--- config.mk ---
export PLATFORM = sky130hd
export DESIGN_NAME = lfu_ctrl
export DESIGN_NICKNAME = d
export VERILOG_FILES = /design/src/rtl/lfu_pkg.sv /design/src/rtl/lfu_ctrl.sv
export SDC_FILE = /design/constraint.sdc
export NUM_CORES = 1
export LEC_CHECK = 0
export BUFFER_PORTS_ARGS = -buffer_cell sky130_fd_sc_hd__buf_4
export CELL_PAD_IN_SITES_DETAIL_PLACEMENT = 1
export CELL_PAD_IN_SITES_GLOBAL_PLACEMENT = 2
export CORE_MARGIN = 2
export CORE_UTILIZATION = 26
export DETAILED_ROUTE_END_ITERATION = 12
export PLACE_DENSITY_LB_ADDON = 0.05
export SYNTH_ARGS = -nofsm -noshare
export SYNTH_HDL_FRONTEND = slang
export SYNTH_SLANG_ARGS = --single-unit
--- constraint.sdc ---
create_clock -name clk -period 1.55 [get_ports clk]
set_input_delay 0.0775 -clock clk [delete_from_list [all_inputs] [get_ports clk]]
set_output_delay 0.0775 -clock clk [all_outputs]
set_load 0.02 [all_outputs]
--- src/rtl/lfu_pkg.sv ---
// Shared types and constants for the LFU slot replacement block.
// No dependencies; imported by the controller, datapath and top level.
package lfu_pkg;

  localparam int SLOTS   = 32;
  localparam int IDX_W   = $clog2(SLOTS);
  localparam int LEVELS  = IDX_W;
  localparam int LVL_W   = $clog2(LEVELS + 1);
  localparam int ID_W    = 8;
  localparam int COUNT_W = 16;
  localparam int ARR_W   = 32;
  localparam int FC_W    = 6;
  localparam int HELD_W  = IDX_W + 1;
  localparam int MAX_ID  = 255;

  localparam logic [COUNT_W-1:0] COUNT_MAX  = '1;
  localparam logic [FC_W-1:0]    FC_RESET   = FC_W'(3);
  localparam logic [FC_W-1:0]    SLOTS_FC   = FC_W'(SLOTS);
  localparam logic [HELD_W-1:0]  SLOTS_HELD = HELD_W'(SLOTS);

  localparam logic [1:0] OUT_HIT     = 2'd0;
  localparam logic [1:0] OUT_PLACE   = 2'd1;
  localparam logic [1:0] OUT_REPLACE = 2'd2;
  localparam logic [1:0] OUT_REJECT  = 2'd3;

  // controller -> datapath
  typedef struct packed {
    logic load;    // capture candidate and arrival number
    logic scan;    // hit/free/held search, seed the victim tree
    logic reduce;  // one level of the victim tree
    logic commit;  // update table and output register
  } cmd_t;

  // datapath -> controller
  typedef struct packed {
    logic out_busy;
  } sts_t;

  typedef struct packed {
    logic               ok;
    logic [COUNT_W-1:0] cnt;
    logic [ARR_W-1:0]   arr;
    logic [IDX_W-1:0]   idx;
  } node_t;

endpackage

--- src/rtl/lfu_ctrl.sv ---
// Sequencer for the LFU slot replacement block: accept, scan, reduce, commit.
// Depends on lfu_pkg.
module lfu_ctrl import lfu_pkg::*; (
  input  logic clk,
  input  logic rst_n,
  input  logic in_valid,
  output logic in_stall,
  input  sts_t sts,
  output cmd_t cmd
);

  localparam logic [1:0] ST_IDLE   = 2'd0;
  localparam logic [1:0] ST_SCAN   = 2'd1;
  localparam logic [1:0] ST_REDUCE = 2'd2;
  localparam logic [1:0] ST_COMMIT = 2'd3;

  logic [1:0]       state_r, state_nxt;
  logic [LVL_W-1:0] lvl_r, lvl_nxt;

  assign in_stall = (state_r != ST_IDLE);

  always_comb begin
    state_nxt  = state_r;
    lvl_nxt    = lvl_r;
    cmd        = '0;
    unique case (state_r)
      ST_IDLE: begin
        if (in_valid) begin
          cmd.load  = 1'b1;
          state_nxt = ST_SCAN;
        end
      end
      ST_SCAN: begin
        cmd.scan  = 1'b1;
        lvl_nxt   = '0;
        state_nxt = ST_REDUCE;
      end
      ST_REDUCE: begin
        cmd.reduce = 1'b1;
        lvl_nxt    = lvl_r + 1'b1;
        if (lvl_r == LVL_W'(LEVELS - 1)) begin
          state_nxt = ST_COMMIT;
        end
      end
      ST_COMMIT: begin
        // hold until the previous result has left the output register
        if (!sts.out_busy) begin
          cmd.commit = 1'b1;
          state_nxt  = ST_IDLE;
        end
      end
      default: state_nxt = ST_IDLE;
    endcase
  end

  always_ff @(posedge clk) begin
    if (!rst_n) begin
      state_r <= ST_IDLE;
      lvl_r   <= '0;
    end else begin
      state_r <= state_nxt;
      lvl_r   <= lvl_nxt;
    end
  end

endmodule

# Word-level counts from Yosys, hierarchy flattened
# Index checks and enable logic that the tools add are counted.
# totals
regBits,5
latchBits,0
ram_bits,0
romBits,0
in_bits,4
out_inout_bits,5
elab_cells,25
mem_count,0
# classes
addsub,1
multipliers,0
div_mod_pow,0
n_lt_le_gt_ge,0
n_eq_ne,7
n_shift,0
muxes,11
bitwise_logic,0
reduce_logical,4
# ops
operator,count
case mux 2 bit (4 select lines),1
two-way mux 1 bit,6
two-way mux 2 bit,3
inequality test 2 bit (second input constant),3
case mux 3 bit (2 select lines),1
== test 2 bit (second input constant),2
nonzero test 2 bit,2
adder 3 x 1 -> 3 bit (second input constant),1
== test 3 bit (second input constant),1
AND reduction 3 bit,1
== test 2 x 1 -> 1 bit (second input constant),1
logical NOT 2 bit,1

# Depth between registers and ports, before layout
# Gate-level depths: netlist (run 1).
# depth
depth_word,3
mapped_depth,5
depth_no_buf,5

# Least setup slack after synthesis (run 1)
# Ideal clock, no wire load.
# synth_path
path_kind,reg-to-reg
start,reg state_r[0]
end,reg state_r[1]
setup_ps,72
t_arrival_ps,1332
t_required_ps,1478
setup_slack_ps,146
stages_incl_launch_ff,5
n_path_buf,0
synth_period_minus_slack_ps,1404
path_cell_list,dfxtp_1 inv_1 ha_1 a222oi_1 mux2i_1
# synth_via
elab_chain_cells,3
elab_cells_between_ends,9
cone_classes,eq/ne (6); mux (1); reduce/logical (2)
# synth_lines
item,line_no,source
"start, declared",lfu_ctrl.sv:17,"logic [1:0] state_r, state_nxt;"
"start signal, assigned",lfu_ctrl.sv:61,state_r <= state_nxt;
== test 2 bit / logical NOT 2 bit (equally long branches),lfu_ctrl.sv:26,unique case (state_r)
inequality test 2 bit (no line),-,
AND reduction 3 bit (no line),-,
# Several ways; a longest one is shown, not always the timed one.
# A chain may end at the register's enable or synchronous reset.

# Worst setup path after layout (run 1)
# Ends and elaborated chain as after synthesis.

==> results of run 1 <==
==> layout make-up <==
class                   count  area (um^2)  area share (%)
inverters                   6         22.5            4.86
flip-flops and latches      5          100            21.6
clock inverters             1         5.00            1.08
multi-input cells          29          219            47.3
repair buffers             10         75.1            16.2
clock buffers               3         22.5            4.86
well taps                  15         18.8            4.05
==> cell families after synthesis <==
logic type,after synthesis,share of synthesized area [%]
buffers and inverters,6,6.59
and+or+nand+nor,14,19.4
muxes,1,2.93
DFF,5,29.3
adders and majority gates,7,25.6
AOI/OAI and AO/OA,7,16.1
==> metal layers <==
| metal | track usage, % | vias up | share of wire, % | wire length (um) |
|---|---|---|---|---|
| li1 | - | 160 | - | - |
| met1 | 12.6 | 145 | 46 | 366 |
| met2 | 22.6 | 9 | 45 | 358 |
| met3 | 6.67 | 2 | 7.1 | 56 |
| met4 | 7.50 | 0 | 1.3 | 10 |
| met5 | 0 | - | 0 | 0 |
==> report_power, final <==
group / internal (mW) / switching [mW] / leakage (nW)
registers: 0.157 / 0.0282 / 0.0408
logic: 0.210 / 0.263 / 0.172
clock network: 0.0934 / 0.0552 / 0.0177
total: 0.461 / 0.346 / 0.230
==> state kept, by name, indices dropped and copies added, names as in the netlist <==
signal and flops:
lvl_r 3, state_r 2
==> critical path: cells and delay by family, from the launching register on <==
| family | cells | cell delay, ns |
|---|---|---|
| AOI/OAI and AO/OA | 1 | 0.34 |
| muxes | 1 | 0.16 |
| buffers and inverters | 2 | 0.28 |
| adders and majority gates | 1 | 0.22 |
| DFF | 1 | 0.38 |
==> what timing repair did <==
action / 4_1_cts / 5_1_grt
setup buffers: 0 / 1
endpoints found under the setup margin: 0 / 1
gates resized for setup: 0 / 0
==> worst paths after layout <==
path	cells past startpoint	slack [ns]	from	to
setup reg to reg	5	0.11	state_r[0]	state_r[1]
hold reg to reg	2	0.50	state_r[1]	state_r[1]
hold / removal	2	0.09	rst_n	lvl_r[1]
setup / recovery	5	0.11	state_r[0]	state_r[1]
==> per-stage QoR <==
stage / cell area, um^2 / utilization [%] / hold WS [ns] / power, mW
3_5_place_dp: 428 / 33.7 / 0.339 / 0.641
2_1_floorplan: 342 / - / 0.195 / 0.475
5_1_grt: 463 / 36.5 / 0.0934 / 0.885
4_1_cts: 455 / 35.9 / 0.0889 / 0.796
3_3_place_gp: 428 / 33.7 / 0.334 / 0.619
6_report: 463 / 36.5 / 0.0941 / 0.807
==> cells in the mapped netlist <==
| master | number | area share, % |
|---|---|---|
| sky130_fd_sc_hd__a21boi_0 | 2 | 4.4 |
| sky130_fd_sc_hd__a222oi_1 | 1 | 2.9 |
| sky130_fd_sc_hd__and2_1 | 1 | 1.8 |
| sky130_fd_sc_hd__dfxtp_1 | 5 | 29 |
| sky130_fd_sc_hd__ha_1 | 7 | 26 |
| sky130_fd_sc_hd__inv_1 | 6 | 6.6 |
| sky130_fd_sc_hd__mux2i_1 | 1 | 2.9 |
| sky130_fd_sc_hd__nand2_1 | 4 | 4.4 |
| sky130_fd_sc_hd__nand2b_1 | 2 | 3.7 |
| sky130_fd_sc_hd__nand3_1 | 3 | 4.4 |
| sky130_fd_sc_hd__nor2_1 | 3 | 3.3 |
| sky130_fd_sc_hd__nor2b_1 | 1 | 1.8 |
| sky130_fd_sc_hd__o211a_1 | 1 | 2.9 |
| sky130_fd_sc_hd__o211ai_1 | 1 | 2.2 |
| sky130_fd_sc_hd__o21a_1 | 1 | 2.2 |
| sky130_fd_sc_hd__o21ai_0 | 1 | 1.5 |
==> cells in the final DEF (no fill, tap or decap) <==
cell type,instances
sky130_fd_sc_hd__clkbuf_4,3
sky130_fd_sc_hd__and2_1,1
sky130_fd_sc_hd__nand3_1,3
sky130_fd_sc_hd__o211ai_1,1
sky130_fd_sc_hd__mux2i_1,1
sky130_fd_sc_hd__nand2_1,4
sky130_fd_sc_hd__nor2_1,3
sky130_fd_sc_hd__buf_4,10
sky130_fd_sc_hd__a222oi_1,1
sky130_fd_sc_hd__inv_1,6
sky130_fd_sc_hd__ha_1,7
sky130_fd_sc_hd__o21a_1,1
sky130_fd_sc_hd__dfxtp_1,5
sky130_fd_sc_hd__nand2b_1,2
sky130_fd_sc_hd__clkinv_2,1
sky130_fd_sc_hd__o211a_1,1
sky130_fd_sc_hd__o21ai_0,1
sky130_fd_sc_hd__a21boi_0,2
sky130_fd_sc_hd__nor2b_1,1
==> impl_metrics.json, run 1 <==
{
  "boundaryPins": 9,
  "initial_core_util_pct": 26.9,
  "drt.antenna.violating_nets": 0,
  "synth_seq_area_share_pct": 29.3,
  "layout-area-overhead-vs-synth_pct": 35.5,
  "final_min_period_over_clock_period_pct": 92.6,
  "maxSlewHeadroom_pct": 81.6,
  "worstPathMaxFanout": 4,
  "worst_clk_skew_ns": 0.00656,
  "grt_pass1_vias": 325,
  "finalCriticalPeriod_ns": 1.44,
  "core_area_mm2": 0.00127,
  "yosys.cell_types.count": 16,
  "synth_area_per_cell_um2": 8.54,
  "total_clock_buffers_created_by_cts": 3,
  "setup_ws_ns": 0.115,
  "post_synth_instance_area_um2": 342,
  "die-height_um": 40.2,
  "grt_util_all_layers_pct": 13.2,
  "worst-setup-path-type": "reg2reg",
  "pre_cts_slack_ns": 0.109,
  "rsz0062_at_grt": "no",
  "outcome": "completed",
  "synth.ff_latch_count": 5,
  "antenna_found_initial": 0,
  "timing.final.hold_violations": 0,
  "endpoint_kind": "flip-flop",
  "final_setup_fails": 0,
  "placedCellCount": 64,
  "peakVddDrop_v": 0.000745,
  "detailedRoute.firstIterationViolations": 6,
  "first_pass_grt_wire_length_mm": 1.33,
  "routed_length_per_instance_um": 11.5,
  "fraction_of_layout_cells_with_a_size_suffix_above_1_pct": 25.9,
  "cap_viol_max_count": 0,
  "place.gp.congestion": 0.618,
  "critical_path.cell_chain": "inv_1 > ha_1 > a222oi_1 > buf_4 > mux2i_1",
  "floorplan_die_area_mm2": 0.00162,
  "final_cells": 69,
  "nNetsFinal": 66,
  "fillerInstances": 163,
  "p_leak_nw": 0.230,
  "clock_latency_ns": 0.24,
  "root_buffer": "sky130_fd_sc_hd__clkbuf_4",
  "worstHoldPathType": "in2reg",
  "cts_tree": "done",
  "antenna_fix_cells": 0,
  "cts_hold_buffers": 0,
  "drtPass1Iterations": 4,
  "finalWirelength_um": 791,
  "worst_pin_slew_ns": 0.275,
  "clk_pin_slew_worst_paths_ns": 0.05,
  "tns_ns": 0,
  "synthesis.instances": 40,
  "timing.fmax_mhz": 697,
  "timing.critical_path.slowest_stage_cell": "sky130_fd_sc_hd__dfxtp_1",
  "ys.warnings.count": 0,
  "worst_path_largest_cell_delay_ns": 0.38,
  "die_width_um": 40.2,
  "fp-row-count": 13,
  "cts_num_sinks": 5,
  "grt-ovfl-total": 0,
  "worst_ep_arrival_time_ns": 1.61,
  "routed_via_density": 4.58,
  "route.vias.total": 316,
  "critPathRequiredTime_ns": 1.73,
  "route.detailed.drc": 0,
  "h-tree-depth": 1,
  "slew_viol_final": 0,
  "cellPowerDensity_mw_per_mm2": 1740,
  "ctsLongestPathBuffers": 2,
  "placement.io_buffers": 8,
  "pin_count_of_the_biggest_net_entering_global_routing": 8,
  "worstSetupStartpointType": "flip-flop",
  "syn-num-nets": 51
}
Power figures use the tool's default switching activity.
==> inputs of run 2 (changes only) <==
==> config.mk (replaced) <==
export PLATFORM = sky130hd
export DESIGN_NAME = lfu_ctrl
export DESIGN_NICKNAME = d
export VERILOG_FILES = /design/src/rtl/lfu_pkg.sv /design/src/rtl/lfu_ctrl.sv
export SDC_FILE = /design/constraint.sdc
export NUM_CORES = 1
export LEC_CHECK = 0
export BUFFER_PORTS_ARGS = -buffer_cell sky130_fd_sc_hd__buf_4
export CORE_AREA = 2 2 39 41
export DETAILED_ROUTE_END_ITERATION = 12
export DIE_AREA = 0 0 41 43
export SYNTH_ARGS = -nofsm -noshare
export SYNTH_HDL_FRONTEND = slang
export SYNTH_SLANG_ARGS = --single-unit
==> run 2 against run 1 <==
  * Clock power rose by 6%
  * Clock skew rose by 0.0057 ns
  * Sequential share of layout area rose by 0.36 points
  * Register-to-register slack barely moved
  * First-iteration DRC count rose by 50%
  * Sequential cell count did not move
  * Power fell by 4.1%
  * Critical endpoint unchanged
  * Core utilization fell by 3.6 points
  * Largest cell class unchanged
  * Die area rose by 8.9%
==> impl_metrics.json, run 2 (synthesis results as in run 1) <==
{
  "fp-row-count": 14,
  "peakVddDrop_v": 0.000643,
  "worst-setup-path-type": "reg2reg",
  "timing.fmax_mhz": 693,
  "antenna_found_initial": 0,
  "worstPathBufferInverterCount": 1,
  "worstPathMaxFanout": 4,
  "cellPowerDensity_mw_per_mm2": 1700,
  "drt.antenna.violating_nets": 0,
  "placedCellCount": 65,
  "worst_pin_slew_ns": 0.458,
  "setup_repair_bufs_after_cts": 0,
  "routed_via_density": 4.46,
  "worst_path_largest_cell_delay_ns": 0.46,
  "category_of_cells_accounting_for_the_largest_share_of_critical_path_delay": "compound AO/OA/AOI/OAI gates",
  "maxSlewHeadroom_pct": 69.5,
  "pin_count_of_the_biggest_net_entering_global_routing": 8,
  "grt-ovfl-total": 0,
  "floorplan_die_area_mm2": 0.00176,
  "outcome": "completed",
  "regMostFlops": "lvl_r",
  "nNetsFinal": 65,
  "detailedRoute.firstIterationViolations": 9,
  "tns_ns": 0,
  "area_used_by_multi_input_combinational_logic_um2": 219,
  "timing.critical_path.slowest_stage_cell": "sky130_fd_sc_hd__a222oi_1",
  "layout.area.seq_um2": 100,
  "critical_path.cell_chain": "inv_1 > ha_1 > a222oi_1 > mux2i_1",
  "cts_hold_buffers": 0,
  "cap_viol_max_count": 0,
  "h-tree-depth": 1,
  "route.vias.total": 308,
  "worst_ep_arrival_time_ns": 1.63,
  "final_common_cell": "sky130_fd_sc_hd__buf_4",
  "layout-area-overhead-vs-synth_pct": 33.3,
  "worstHoldPathType": "in2reg",
  "finalWirelength_um": 636,
  "fin_hold_ws_ns": 0.0937,
  "final_cells": 69,
  "power.net_switching_mw": 0.332,
  "largest_register_ff_count": 3,
  "power.share.clock_pct": 20.5,
  "core_area_mm2": 0.00138,
  "cts_tree": "done",
  "power_switching_share_pct": 42.9,
  "worst_clk_skew_ns": 0.0123,
  "initial_core_util_pct": 24.7,
  "timing.final.hold_violations": 0,
  "layout_top_registers": "lvl_r: 3 flops, state_r: 2 flops",
  "endpoint_kind": "flip-flop",
  "clock_latency_ns": 0.25,
  "rsz0062_at_grt": "no",
  "cts_num_sinks": 5,
  "seq_power_share_pct": 23.7,
  "worstSetupStartpointType": "flip-flop",
  "dp_hpwl_um": 504,
  "ctsLongestPathBuffers": 2,
  "timing.reg2reg.setup_slack_ns": 0.11,
  "clk_pin_slew_worst_paths_ns": 0.05,
  "power.internal_mw": 0.442,
  "grt_util_all_layers_pct": 9.66,
  "boundaryPins": 9,
  "drtPass1Iterations": 4,
  "place.gp.congestion": 0.684,
  "final_setup_fails": 0,
  "fraction_of_layout_cells_with_a_size_suffix_above_1_pct": 22.6,
  "fillerInstances": 143,
  "critPathRequiredTime_ns": 1.73,
  "final_min_period_over_clock_period_pct": 93.1,
  "p_leak_nw": 0.223,
  "finalCriticalPeriod_ns": 1.44,
  "ctsResizeCount": 0,
  "comb_power_share_pct": 55.8,
  "die_width_um": 41,
  "route.detailed.drc": 0,
  "routed_length_per_instance_um": 9.22,
  "slew_viol_final": 0,
  "die-height_um": 43,
  "final_cell_mix": "sky130_fd_sc_hd__buf_4 (9), sky130_fd_sc_hd__ha_1 (7), sky130_fd_sc_hd__inv_1 (6)",
  "root_buffer": "sky130_fd_sc_hd__clkbuf_4",
  "total_clock_buffers_created_by_cts": 3,
  "grt_pass1_vias": 299,
  "first_pass_grt_wire_length_mm": 1.06,
  "antenna_fix_cells": 0,
  "placement.io_buffers": 8
}
run 2: path summary, 6_finish.rpt:
kind | from | end | cells after the start
max reg2reg | state_r[0] | state_r[1] | 4
min | rst_n | lvl_r[2] | 2
min reg2reg | state_r[1] | state_r[1] | 2
max | state_r[0] | state_r[1] | 4
run 2: power groups by stage:
| stage | logic [mW] | registers (mW) | clock network [mW] |
|---|---|---|---|
| 2_1_floorplan | 0.294 | 0.181 | 0 |
| 3_3_place_gp | 0.431 | 0.186 | 0 |
| 3_5_place_dp | 0.436 | 0.187 | 0 |
| 4_1_cts | 0.437 | 0.184 | 0.165 |
| 5_1_grt | 0.481 | 0.187 | 0.175 |
| 6_report | 0.432 | 0.183 | 0.158 |
run 2: routing by layer:
metal / global-route usage, % / up-vias / part of all wire, %
li1: - / 159 / -
met1: 8.74 / 137 / 44
met2: 14.1 / 10 / 46
met3: 6.28 / 2 / 7.9
met4: 8.00 / 0 / 1.9
met5: 0 / - / 0
run 2: cell type report:
class,instances,share of cell area [%]
sequential,5,22.0
inverter,6,4.95
tap,16,4.40
timing repair buffer,9,14.8
multi-input combinational,29,48.1
clock buffer,4,5.77
run 2: stage by stage:
step / setup slack (ns) / total power [mW] / area, um^2 / utilization, %
2_1_floorplan: 0.146 / 0.475 / 342 / -
3_3_place_gp: 0.181 / 0.617 / 429 / 31.0
3_5_place_dp: 0.116 / 0.622 / 429 / 31.0
4_1_cts: 0.104 / 0.787 / 455 / 32.9
5_1_grt: 0.0147 / 0.844 / 455 / 32.9
6_report: 0.107 / 0.774 / 455 / 32.9
==> inputs of run 3 (changes only) <==
--- a/config.mk
+++ b/config.mk
@@ -5,7 +5,7 @@
 export SDC_FILE = /design/constraint.sdc
 export NUM_CORES = 1
 export LEC_CHECK = 0
-export BUFFER_PORTS_ARGS = -buffer_cell sky130_fd_sc_hd__buf_4
+export BUFFER_PORTS_ARGS = -buffer_cell sky130_fd_sc_hd__buf_2
 export CORE_AREA = 2 2 39 41
 export DETAILED_ROUTE_END_ITERATION = 12
 export DIE_AREA = 0 0 41 43
==> run 3 against run 2 <==
  * Via count up 4.9%
  * Sequential share of layout area up 1.0 points
  * Maximum frequency up 3.9%
==> impl_metrics.json, run 3 (synthesis results as in run 1) <==
{
  "outcome": "completed",
  "worstSetupStartpointType": "flip-flop",
  "antenna_found_initial": 0,
  "total_clock_buffers_created_by_cts": 3,
  "cellPowerDensity_mw_per_mm2": 1670,
  "worstPathBufferInverterCount": 1,
  "drt.antenna.violating_nets": 0,
  "timing.reg2reg.setup_slack_ns": 0.16,
  "worst_path_largest_cell_delay_ns": 0.43,
  "clock_latency_ns": 0.25,
  "fin_hold_ws_ns": 0.113,
  "fraction_of_layout_cells_with_a_size_suffix_above_1_pct": 22.6,
  "tns_ns": 0,
  "cts_tree": "done",
  "clk_pin_slew_worst_paths_ns": 0.05,
  "placement.io_buffers": 8,
  "critical_path.reg2reg.endpoint": "state_r[1]",
  "endpoint_kind": "flip-flop",
  "critPathRequiredTime_ns": 1.73,
  "worst_pin_slew_ns": 0.412,
  "setup_repair_bufs_after_cts": 0,
  "peakVddDrop_v": 0.000532,
  "hold-path-cell-count": 2,
  "rsz0062_at_grt": "no",
  "power_switching_share_pct": 43.7,
  "layout_top_registers": "lvl_r: 3 flops, state_r: 2 flops",
  "initial_core_util_pct": 24.7,
  "worst_ep_arrival_time_ns": 1.57,
  "route.detailed.drc": 0,
  "seq_power_share_pct": 25.4,
  "worst-setup-path-type": "reg2reg",
  "pin_count_of_the_biggest_net_entering_global_routing": 8,
  "final_cell_mix": "sky130_fd_sc_hd__buf_2 (8), sky130_fd_sc_hd__ha_1 (7), sky130_fd_sc_hd__inv_1 (6)",
  "slew_viol_final": 0,
  "regMostFlops": "lvl_r",
  "category_of_cells_accounting_for_the_largest_share_of_critical_path_delay": "compound AO/OA/AOI/OAI gates",
  "p_leak_nw": 0.219,
  "hold_path_startpoint": "rst_n",
  "root_buffer": "sky130_fd_sc_hd__clkbuf_4",
  "final_min_period_over_clock_period_pct": 89.6,
  "post_dp_cell_area_um2": 409,
  "fin_area_um2": 435,
  "worst_clk_skew_ns": 0.00577,
  "routed_length_per_instance_um": 9.07,
  "final_common_cell": "sky130_fd_sc_hd__buf_2",
  "critical_path.cell_chain": "inv_1 > ha_1 > a222oi_1 > mux2i_1",
  "boundaryPins": 9,
  "reg2reg_depth": 4,
  "drtPass1Iterations": 4,
  "core_area_mm2": 0.00138,
  "cts_hold_buffers": 0,
  "die-height_um": 43,
  "die_width_um": 41,
  "grt_pass1_vias": 299,
  "fp-row-count": 14,
  "timing.hold.worst_endpoint": "lvl_r[2]",
  "ctsResizeCount": 0,
  "detailedRoute.firstIterationViolations": 5,
  "finalCriticalPeriod_ns": 1.39,
  "worstPathMaxFanout": 4,
  "ctsLongestPathBuffers": 2,
  "route.vias.total": 323,
  "nNetsFinal": 65,
  "timing.fmax_mhz": 720,
  "fillerInstances": 146,
  "timing.final.hold_violations": 0,
  "floorplan_die_area_mm2": 0.00176,
  "cap_viol_max_count": 0,
  "final_setup_fails": 0,
  "grt-ovfl-total": 0,
  "comb_power_share_pct": 53.2,
  "first_pass_grt_wire_length_mm": 1.03,
  "cts_num_sinks": 5,
  "place.gp.congestion": 0.656,
  "timing.critical_path.slowest_stage_cell": "sky130_fd_sc_hd__a222oi_1",
  "power.net_switching_mw": 0.319,
  "largest_register_ff_count": 3,
  "layout-area-overhead-vs-synth_pct": 27.5,
  "grt_util_all_layers_pct": 9.15,
  "maxSlewHeadroom_pct": 72.5,
  "power.internal_mw": 0.410,
  "antenna_fix_cells": 0,
  "dp_hpwl_um": 503,
  "worstHoldPathType": "in2reg",
  "routed_via_density": 4.68,
  "power.share.clock_pct": 21.3,
  "finalWirelength_um": 626,
  "h-tree-depth": 1,
  "r2r_startpoint": "state_r[1]"
}
run 3: cell counts in the layout (fill, tap and decap cells not counted):
Identical to the previous run, type by type.
run 3: worst max-delay path by stage:
stage                       endpoint  slack (ns)  startpoint  depth (start not counted)
after floorplan           state_r[1]        0.15  state_r[0]                          4
after global placement    state_r[1]        0.17  state_r[1]                          4
after detailed placement  state_r[1]        0.16  state_r[0]                          4
after CTS                 state_r[1]        0.14  state_r[1]                          4
after global routing      state_r[1]        0.04  state_r[0]                          4
final                     state_r[1]        0.16  state_r[1]                          4
run 3: cell type report:
type | count | area (um^2) | area share [%]
clock buffer | 4 | 26.3 | 6.03
inverter | 6 | 22.5 | 5.17
multi-input combinational | 29 | 219 | 50.3
sequential | 5 | 100 | 23.0
tap | 16 | 20.0 | 4.60
timing repair buffer | 9 | 47.5 | 10.9
run 3: stage by stage:
step | setup WS [ns] | total power [mW] | cells | util [%]
2_1_floorplan | 0.146 | 0.475 | 40 | -
3_3_place_gp | 0.174 | 0.583 | 65 | 29.6
3_5_place_dp | 0.157 | 0.582 | 65 | 29.6
4_1_cts | 0.143 | 0.744 | 69 | 31.5
5_1_grt | 0.0356 | 0.800 | 69 | 31.5
6_report | 0.162 | 0.729 | 69 | 31.5
run 3: layer usage:
metal | wire (um) | vias up | GRT usage [%]
met3 | 39 | 4 | 4.71
li1 | - | 159 | -
met5 | 0 | - | 0
met1 | 282 | 148 | 8.41
met2 | 280 | 12 | 13.8
met4 | 25 | 0 | 8.00
run 3: power by group through the flow:
stage,logic [mW],registers [mW],clock network [mW]
2_1_floorplan,0.294,0.181,0
3_3_place_gp,0.396,0.187,0
3_5_place_dp,0.394,0.189,0
4_1_cts,0.396,0.186,0.162
5_1_grt,0.438,0.190,0.172
6_report,0.388,0.185,0.156
